File: src/hdl/spq_pkg.sv
// Shared types and codes for the sorted priority queue.
// Used by spq_cell and sorted_priority_queue; depends on nothing.
package spq_pkg;

  localparam int DataW       = 32;
  localparam int ModeW       = 2;
  localparam int StatusW     = 2;
  localparam int OccW        = 5;
  localparam int DepthDefault = 16;

  localparam logic [ModeW-1:0] MODE_PUSH = 2'd0;
  localparam logic [ModeW-1:0] MODE_POP  = 2'd1;
  localparam logic [ModeW-1:0] MODE_PEEK = 2'd2;

  localparam logic [StatusW-1:0] ST_OK    = 2'd0;
  localparam logic [StatusW-1:0] ST_EMPTY = 2'd1;
  localparam logic [StatusW-1:0] ST_FULL  = 2'd2;

  // Broadcast to every cell in the row.
  typedef struct packed {
    logic                    ins_en;
    logic signed [DataW-1:0] ins_value;
  } spq_cmd_t;

endpackage

File: src/hdl/spq_cell.sv
// One slot of the sorted row: holds an entry, compares it with the
// value being pushed and takes the new value or its left neighbor's entry.
// Depends on spq_pkg.
module spq_cell
  import spq_pkg::*;
(
  input  logic                    clk,
  input  spq_cmd_t                cmd,
  input  logic                    occupied,
  input  logic                    is_rear,
  input  logic signed [DataW-1:0] left_value,
  input  logic                    left_greater,
  output logic signed [DataW-1:0] value,
  output logic                    greater,
  output logic [DataW-1:0]        rear_value
);

  logic signed [DataW-1:0] value_r;
  logic signed [DataW-1:0] value_nxt;

  assign value      = value_r;
  assign greater    = occupied && (value_r > cmd.ins_value);
  assign rear_value = is_rear ? value_r : '0;

  always_comb begin
    value_nxt = value_r;
    // Cells ahead of the insert point hold; the insert point takes the new
    // value and every cell behind it takes its neighbor's entry.
    if (cmd.ins_en && !greater) begin
      value_nxt = left_greater ? cmd.ins_value : left_value;
    end
  end

  always_ff @(posedge clk) begin
    value_r <= value_nxt;
  end

endmodule

File: src/hdl/sorted_priority_queue.sv
// Sorted priority queue built as a row of compare-and-shift cells.
// Depends on spq_pkg and spq_cell.
//
// Holds up to DEPTH signed 32-bit values in descending order; pop and peek
// return the smallest. busy stays low, a new item may be started in every
// cycle, and its result appears on the out_ ports with out_valid for
// exactly one cycle, the cycle after start.
// The result must be taken in that cycle; the block cannot be stalled.
// Push compares the new value against all cells at once and each cell
// shifts from its neighbor.
// No clearing pass is needed after reset.
module sorted_priority_queue
  import spq_pkg::*;
#(
  parameter int DEPTH = DepthDefault
) (
  input  logic                      clk,
  input  logic                      rst_n,
  input  logic                      start,
  output logic                      busy,
  input  logic [ModeW-1:0]          in_mode,
  input  logic signed [DataW-1:0]   in_value_in,
  output logic                      out_valid,
  output logic signed [DataW-1:0]   out_value_out,
  output logic [StatusW-1:0]        out_status,
  output logic [OccW-1:0]           out_occupancy
);

  localparam int CntW = $clog2(DEPTH + 1);

  logic [CntW-1:0] count_r, count_nxt;
  logic            out_valid_r;
  logic signed [DataW-1:0] out_value_r, out_value_nxt;
  logic [StatusW-1:0] out_status_r, out_status_nxt;
  logic [OccW-1:0]    out_occ_r;

  logic     accept, is_push, is_read, full, empty;
  spq_cmd_t cmd;

  logic                    occ     [DEPTH+1];
  logic signed [DataW-1:0] cell_val [DEPTH];
  logic                    cell_gt [DEPTH];
  logic [DataW-1:0]        cell_rear [DEPTH];
  logic [DataW-1:0]        rear_value;

  assign busy    = 1'b0;
  assign accept  = start && !busy;
  assign is_push = (in_mode == MODE_PUSH);
  assign is_read = (in_mode == MODE_POP) || (in_mode == MODE_PEEK);
  assign full    = (count_r == CntW'(DEPTH));
  assign empty   = (count_r == '0);

  assign cmd.ins_en    = accept && is_push && !full;
  assign cmd.ins_value = in_value_in;

  always_comb begin
    for (int i = 0; i < DEPTH; i++) begin
      occ[i] = (CntW'(i) < count_r);
    end
    occ[DEPTH] = 1'b0;
  end

  genvar g;
  generate
    for (g = 0; g < DEPTH; g++) begin : g_cell
      spq_cell u_cell (
        .clk          (clk),
        .cmd          (cmd),
        .occupied     (occ[g]),
        .is_rear      (occ[g] && !occ[g+1]),
        .left_value   ((g == 0) ? cmd.ins_value : cell_val[(g == 0) ? 0 : g-1]),
        .left_greater ((g == 0) ? 1'b1 : cell_gt[(g == 0) ? 0 : g-1]),
        .value        (cell_val[g]),
        .greater      (cell_gt[g]),
        .rear_value   (cell_rear[g])
      );
    end
  endgenerate

  // Only the rear cell drives a nonzero word.
  always_comb begin
    rear_value = '0;
    for (int i = 0; i < DEPTH; i++) begin
      rear_value = rear_value | cell_rear[i];
    end
  end

  always_comb begin
    count_nxt      = count_r;
    out_value_nxt  = '0;
    out_status_nxt = ST_OK;
    if (is_push) begin
      if (full) begin
        out_status_nxt = ST_FULL;
      end else begin
        count_nxt = count_r + 1'b1;
      end
    end else if (is_read) begin
      if (empty) begin
        out_status_nxt = ST_EMPTY;
      end else begin
        out_value_nxt = rear_value;
        if (in_mode == MODE_POP) begin
          count_nxt = count_r - 1'b1;
        end
      end
    end
  end

  always_ff @(posedge clk) begin
    if (!rst_n) begin
      count_r     <= '0;
      out_valid_r <= 1'b0;
    end else begin
      out_valid_r <= accept;
      if (accept) begin
        count_r <= count_nxt;
      end
    end
    if (accept) begin
      out_value_r  <= out_value_nxt;
      out_status_r <= out_status_nxt;
      out_occ_r    <= OccW'(count_nxt);
    end
  end

  assign out_valid     = out_valid_r;
  assign out_value_out = out_value_r;
  assign out_status    = out_status_r;
  assign out_occupancy = out_occ_r;

  a_result_follows: assert property (@(posedge clk) disable iff (!rst_n)
    accept |=> out_valid_r)
    else $error("accepted item produced no result");

  a_count_bound: assert property (@(posedge clk) disable iff (!rst_n)
    count_r <= CntW'(DEPTH))
    else $error("entry count above depth");

  a_full_status: assert property (@(posedge clk) disable iff (!rst_n)
    (out_valid_r && out_status_r == ST_FULL) |-> full)
    else $error("full status while queue not full");

  a_pop_shrinks: assert property (@(posedge clk) disable iff (!rst_n)
    (accept && in_mode == MODE_POP && !empty) |=> (count_r == $past(count_r) - 1'b1))
    else $error("pop did not remove an entry");

  a_rear_sorted: assert property (@(posedge clk) disable iff (!rst_n)
    (out_valid_r && out_status_r == ST_OK && out_value_r != '0) |->
      (out_value_r == $past(rear_value)))
    else $error("returned value is not the rear entry");

endmodule

File: config.mk
export PLATFORM = sky130hd
export DESIGN_NAME = sorted_priority_queue
export DESIGN_NICKNAME = d
export VERILOG_FILES = /design/src/hdl/spq_pkg.sv /design/src/hdl/spq_cell.sv /design/src/hdl/sorted_priority_queue.sv
export SDC_FILE = /design/constraint.sdc
export NUM_CORES = 2
export LEC_CHECK = 0
export ABC_AREA = 1
export BUFFER_PORTS_ARGS = -buffer_cell sky130_fd_sc_hd__buf_2
export CAP_MARGIN = 20
export CORE_UTILIZATION = 41
export CTS_CLUSTER_DIAMETER = 50
export DETAILED_ROUTE_END_ITERATION = 8
export PLACE_DENSITY = 0.6
export SLEW_MARGIN = 20
export SYNTH_ARGS = -nofsm -noshare
export SYNTH_HDL_FRONTEND = slang
export SYNTH_HIERARCHICAL = 1
export SYNTH_SLANG_ARGS = --single-unit
File: constraint.sdc
create_clock -name clk -period 3.1 [get_ports clk]
set_input_delay 0.775 -clock clk [delete_from_list [all_inputs] [get_ports clk]]
set_output_delay 0.775 -clock clk [all_outputs]
set_load 0.03 [all_outputs]
Word-level counts from Yosys, hierarchy flattened
Index checks and enable logic that the tools add are counted.
{"block": "op_classes", "mux": 40, "eq_ne": 3, "multipliers": 0, "shift": 0, "n_lt_le_gt_ge": 32, "reduce_logical": 85, "n_div": 0, "n_addsub": 2, "bitwise_logic": 16}
{"cell": "32-bit two-way mux", "count": 31}
{"cell": "32-bit greater-than comparator", "count": 16}
{"cell": "32-bit OR", "count": 15}
{"cell": "1-bit logical AND", "count": 49}
{"cell": "4-bit by 5-bit < comparator with 1-bit output (first input constant)", "count": 8}
{"cell": "1-bit logical NOT", "count": 32}
{"cell": "5-bit two-way mux", "count": 5}
{"cell": "3-bit by 5-bit < comparator with 1-bit output (first input constant)", "count": 4}
{"cell": "1-bit by 5-bit < comparator with 1-bit output (first input constant)", "count": 2}
{"cell": "2-bit by 5-bit < comparator with 1-bit output (first input constant)", "count": 2}
{"cell": "5-bit by 1-bit adder with 5-bit output (second input constant)", "count": 1}
{"cell": "5-bit == test (second input constant)", "count": 1}
{"cell": "5-bit logical NOT", "count": 1}
{"cell": "5-bit by 1-bit subtractor with 5-bit output (second input constant)", "count": 1}
{"cell": "2-bit two-way mux", "count": 2}
{"cell": "3-bit OR reduction", "count": 1}
{"cell": "2-bit by 1-bit == test with 1-bit output (second input constant)", "count": 1}
{"cell": "2-bit == test (second input constant)", "count": 1}
{"cell": "2-bit logical NOT", "count": 1}
{"cell": "1-bit two-way mux", "count": 2}
{"cell": "1-bit logical OR", "count": 1}
{"cell": "1-bit inverter", "count": 1}
{"block": "word_totals", "reg_bits": 557, "latch_bits": 0, "mem_bits_ro": 0, "input_bits": 37, "mem_count": 0, "ram_bits": 0}

Logic depth before layout (Yosys ltp)
{"block": "logic_depth", "word_depth": 19, "ltp_mapped": 19, "depth_no_buf": 17}

Cells and area by module
The synthesis kept the hierarchy.
{"mod": "spq_cell", "instances": 16, "area_each_um2": 2428.6, "cells_per_inst": 318}
{"mod": "sorted_priority_queue", "instances": 1, "area_each_um2": 3375.7, "cells_per_inst": 414}

Worst setup path after synthesis
OpenSTA, ideal clock, no wires.
{"block": "synth_path", "path_kind": "input-to-reg", "start": "input in_value_in[31]", "end": "register g_cell[0].u_cell.value_r[0], enable pin", "path_buffers": 0, "slack_ns": -0.025, "setup_ns": 0.396, "required_time_ns": 2.704, "path_stages": 11, "arrival_time_ns": 2.729, "cell_sequence": "inv_1 -> ha_1 -> nand2_2 -> nor2_2 -> nand2_2 -> nor3b_2 -> nand2_1 -> o21a_1 -> nand2_1 -> nor2_2 -> nor2_2"}
{"element": "start: declaration", "line": "sorted_priority_queue.sv:22", "rtl": "input logic signed [DataW-1:0] in_value_in,"}
{"element": "end signal: assignment", "line": "spq_cell.sv:35", "rtl": "value_r <= value_nxt;"}
{"element": "end: declaration", "line": "spq_cell.sv:18", "rtl": "logic signed [DataW-1:0] value_r;"}

==> run metrics <==
largest family of logic cells by synthesized area simple AND/OR/NAND/NOR gates; Port Buffer Count 76; sequential-to-total area share from yosys stat 39.5%; Ys Warns 6; CTS Root Cell clkbuf_16; most common cell after layout, fill and taps aside nand2_1; reg-to-reg endpoint out_value_out[15]$_SDFFCE_PP0P_; IO Pins 78; FF-to-FF Start count_r[2]$_SDFFE_PN0P_; CP peak stage delay 0.63 ns; post-route ant nets 0; XOR/XNOR share of the synthesized area 0.0415%; Total Die Area 0.104 mm²; Slew Viols, Final 0; Initial DRC Count 2,157; Post-DP HPWL 89,300 µm; mux contribution to synthesized area 0.427%; crit path DAT 3.37 ns; Std-Cell Core Area 0.102 mm²; critical path's top delay family simple AND/OR/NAND/NOR gates; first-pass iteration count of the detailed router 5; CTS H-Tree Depth 3; DR WL/cell 15.5 µm; status complete, no violations; DR vias 34,359; cell leakage power 26.7 nW; CTS tree done; number of global-route vias before repair 32,261; Slew @ Worst Pin 0.828 ns; Die H 323 µm; r2r setup slk 0.13 ns; simple-gate area share of the yosys netlist 21.0%; fin worst setup slack 0.127 ns; clk sinks 557; Routed WL 112,000 µm; Synth Area in Compound Gates 11.4%; CP Launch Type register; CP bufs+invs 4; PwrDens 473 mW/mm²; Worst Path Required 3.50 ns; die span in x 323 µm; Clock Latency Late Sink 0.64 ns; Final Critical Period 2.97 ns; critical path peak fanout 17; max-cap violations 0; Clock Path Buffers 3; CTS Buf Count 87; RSZ-0062 raised after global routing no; DRC Markers 0; average instance area after synthesis 7.68 µm²; CP max stage cell dfxtp_1; Core Util, Final 48.9%; first-pass GRT wire length 175,000 µm; Final Hold Fails 0; FF+latch area 0.0167 mm²; f_max 336 MHz; Cells after Synth 5,502; WP depth 11; hold depth 3; hold endpoint out_valid$_SDFF_PN0_; Mapped Area 0.0422 mm²; multi-input logic area 0.0206 mm²; register bit total from synthesis 557; GR Overflow Total 0; FP Rows 117; Crit Path Class register to register; fin crit share 95.9%; Adder-Cell Fraction of Synth Area 15.3%; syn_nets 6,056; largest net degree at the start of global routing 64; Area Overhead vs Synth 18.1%; Worst R2R Path Depth 11; normalized max-slew margin 44.8%; vias per cell 4.77; post-synth cell types 34; Clock Pin Slew Worst Setup and Hold Paths 0.05 ns; endpoint type of the worst setup path register; Initial Util 41.5%; worst vdd ir 0.000348 V; gr usage total 21.2%; Layout Nets 6,318; final setup fails 0; share of layout cells above drive strength 1 12.1%; initial antenna violation count 3; Fillers 9,970; HP Start rst_n; DP Worst Slack -0.125 ns; routability cong. 0.895; final clock skew 0.0236 ns; crit-path cells nand2_1, o21ai_0, buf_4, nor2_4, buf_4, nand2_1, inv_1, nor4_1, buf_4, nand2_1, o21ba_2; worst hold path type input port to register; most frequent cells in the layout nand2_1 (1,207), inv_1 (1,163), a21oi_1 (726)
tightest hold or removal path: stages:
cell,delay (ns)
buf_2,0.16
nand2_1,0.08
inv_1,0.03
flip-flops by register name, summed over array words and instances, names as in the netlist:
register             flops
count_r                  5
g_cell.u_cell/value    512
out_occupancy            5
out_status               2
out_valid                1
out_value_out           32
routing by layer:
metal	vias up	track usage, %	part of all wire (%)
met5	-	0	0
met4	0	5.57	2.5
met3	147	2.43	4.4
met2	708	32.9	43
met1	15289	31.2	50
li1	18215	-	-
per-stage QoR:
step                      total power [mW]  setup TNS [ns]  cell area [µm²]  cells  hold WS [ns]
after floorplan                       12.2               0            42300   5502         0.554
after global placement                14.1           -7.72            47000   7038         0.604
after detailed placement              14.2          -16.15            47000   7038         0.590
after CTS                             23.8               0            49800   7195         0.421
after global routing                  24.7               0            49900   7200         0.440
final                                 23.6               0            49900   7201         0.464
synth_stat cells, drive strengths merged:
library cell,number,area [µm²]
o21ba,32,320
edfxtp,551,16500
nor2,694,2740
ha,517,6470
conb,2,7.51
dfxtp,6,120
a21o,16,120
inv,1216,4560
nand2,1242,4750
o31ai,1,7.51
nor3b,16,200
o21ai,38,198
nor4,129,822
a21oi,742,3770
o21a,48,380
nand4,19,119
nand3,45,230
xor2,2,17.5
mux2,16,180
nor3,3,20.0
clkbuf,144,541
buf,23,110
cells by family after synthesis:
kind of cell / count (synthesis)
simple gates: 2148
buf+inv: 1383
compound gates: 877
mux: 16
fa+ha+maj: 517
flops: 557
other cells: 2
xor+xnor: 2
report_power, final:
group / switching (mW) / leakage, nW / total, mW / internal, mW
clock network: 3.70 / 1.34 / 9.47 / 5.77
logic: 3.08 / 20.2 / 5.01 / 1.93
registers: 0.240 / 5.10 / 9.08 / 8.84
cell type report:
cell class	count	share of cell area (%)
flip-flops and latches	557	33.4
repair inverters	1	0.0151
diodes	1	0.00502
repair buffers	339	7.16
clock buffers	104	4.66
clock inverters	53	0.893
well taps	1368	3.43
multi-input cells	3562	41.2
inverters	1216	9.16
timing repair:
item,CTS,global route
pin swaps,0,0
gates cloned,0,1
endpoints found under the hold margin,0,0
setup buffers,0,4
hold buffers,0,0
gates resized for setup,1,6
endpoints found under the setup margin,1,31
worst max path at each step:
stage / slack, ns / from / end
3_3_place_gp: -0.10 / in_value_in[27] / g_cell[6].u_cell/value[4]$_DFFE_PP_
2_1_floorplan: 0.30 / in_value_in[31] / g_cell[10].u_cell/value[29]$_DFFE_PP_
5_1_grt: 0.01 / count_r[1]$_SDFFE_PN0P_ / out_value_out[18]$_SDFFCE_PP0P_
4_1_cts: 0.01 / count_r[1]$_SDFFE_PN0P_ / out_value_out[29]$_SDFFCE_PP0P_
6_report: 0.13 / count_r[2]$_SDFFE_PN0P_ / out_value_out[15]$_SDFFCE_PP0P_
3_5_place_dp: -0.13 / in_value_in[23] / g_cell[1].u_cell/value[0]$_DFFE_PP_
No activity file was read; power rests on OpenSTA's default activity.
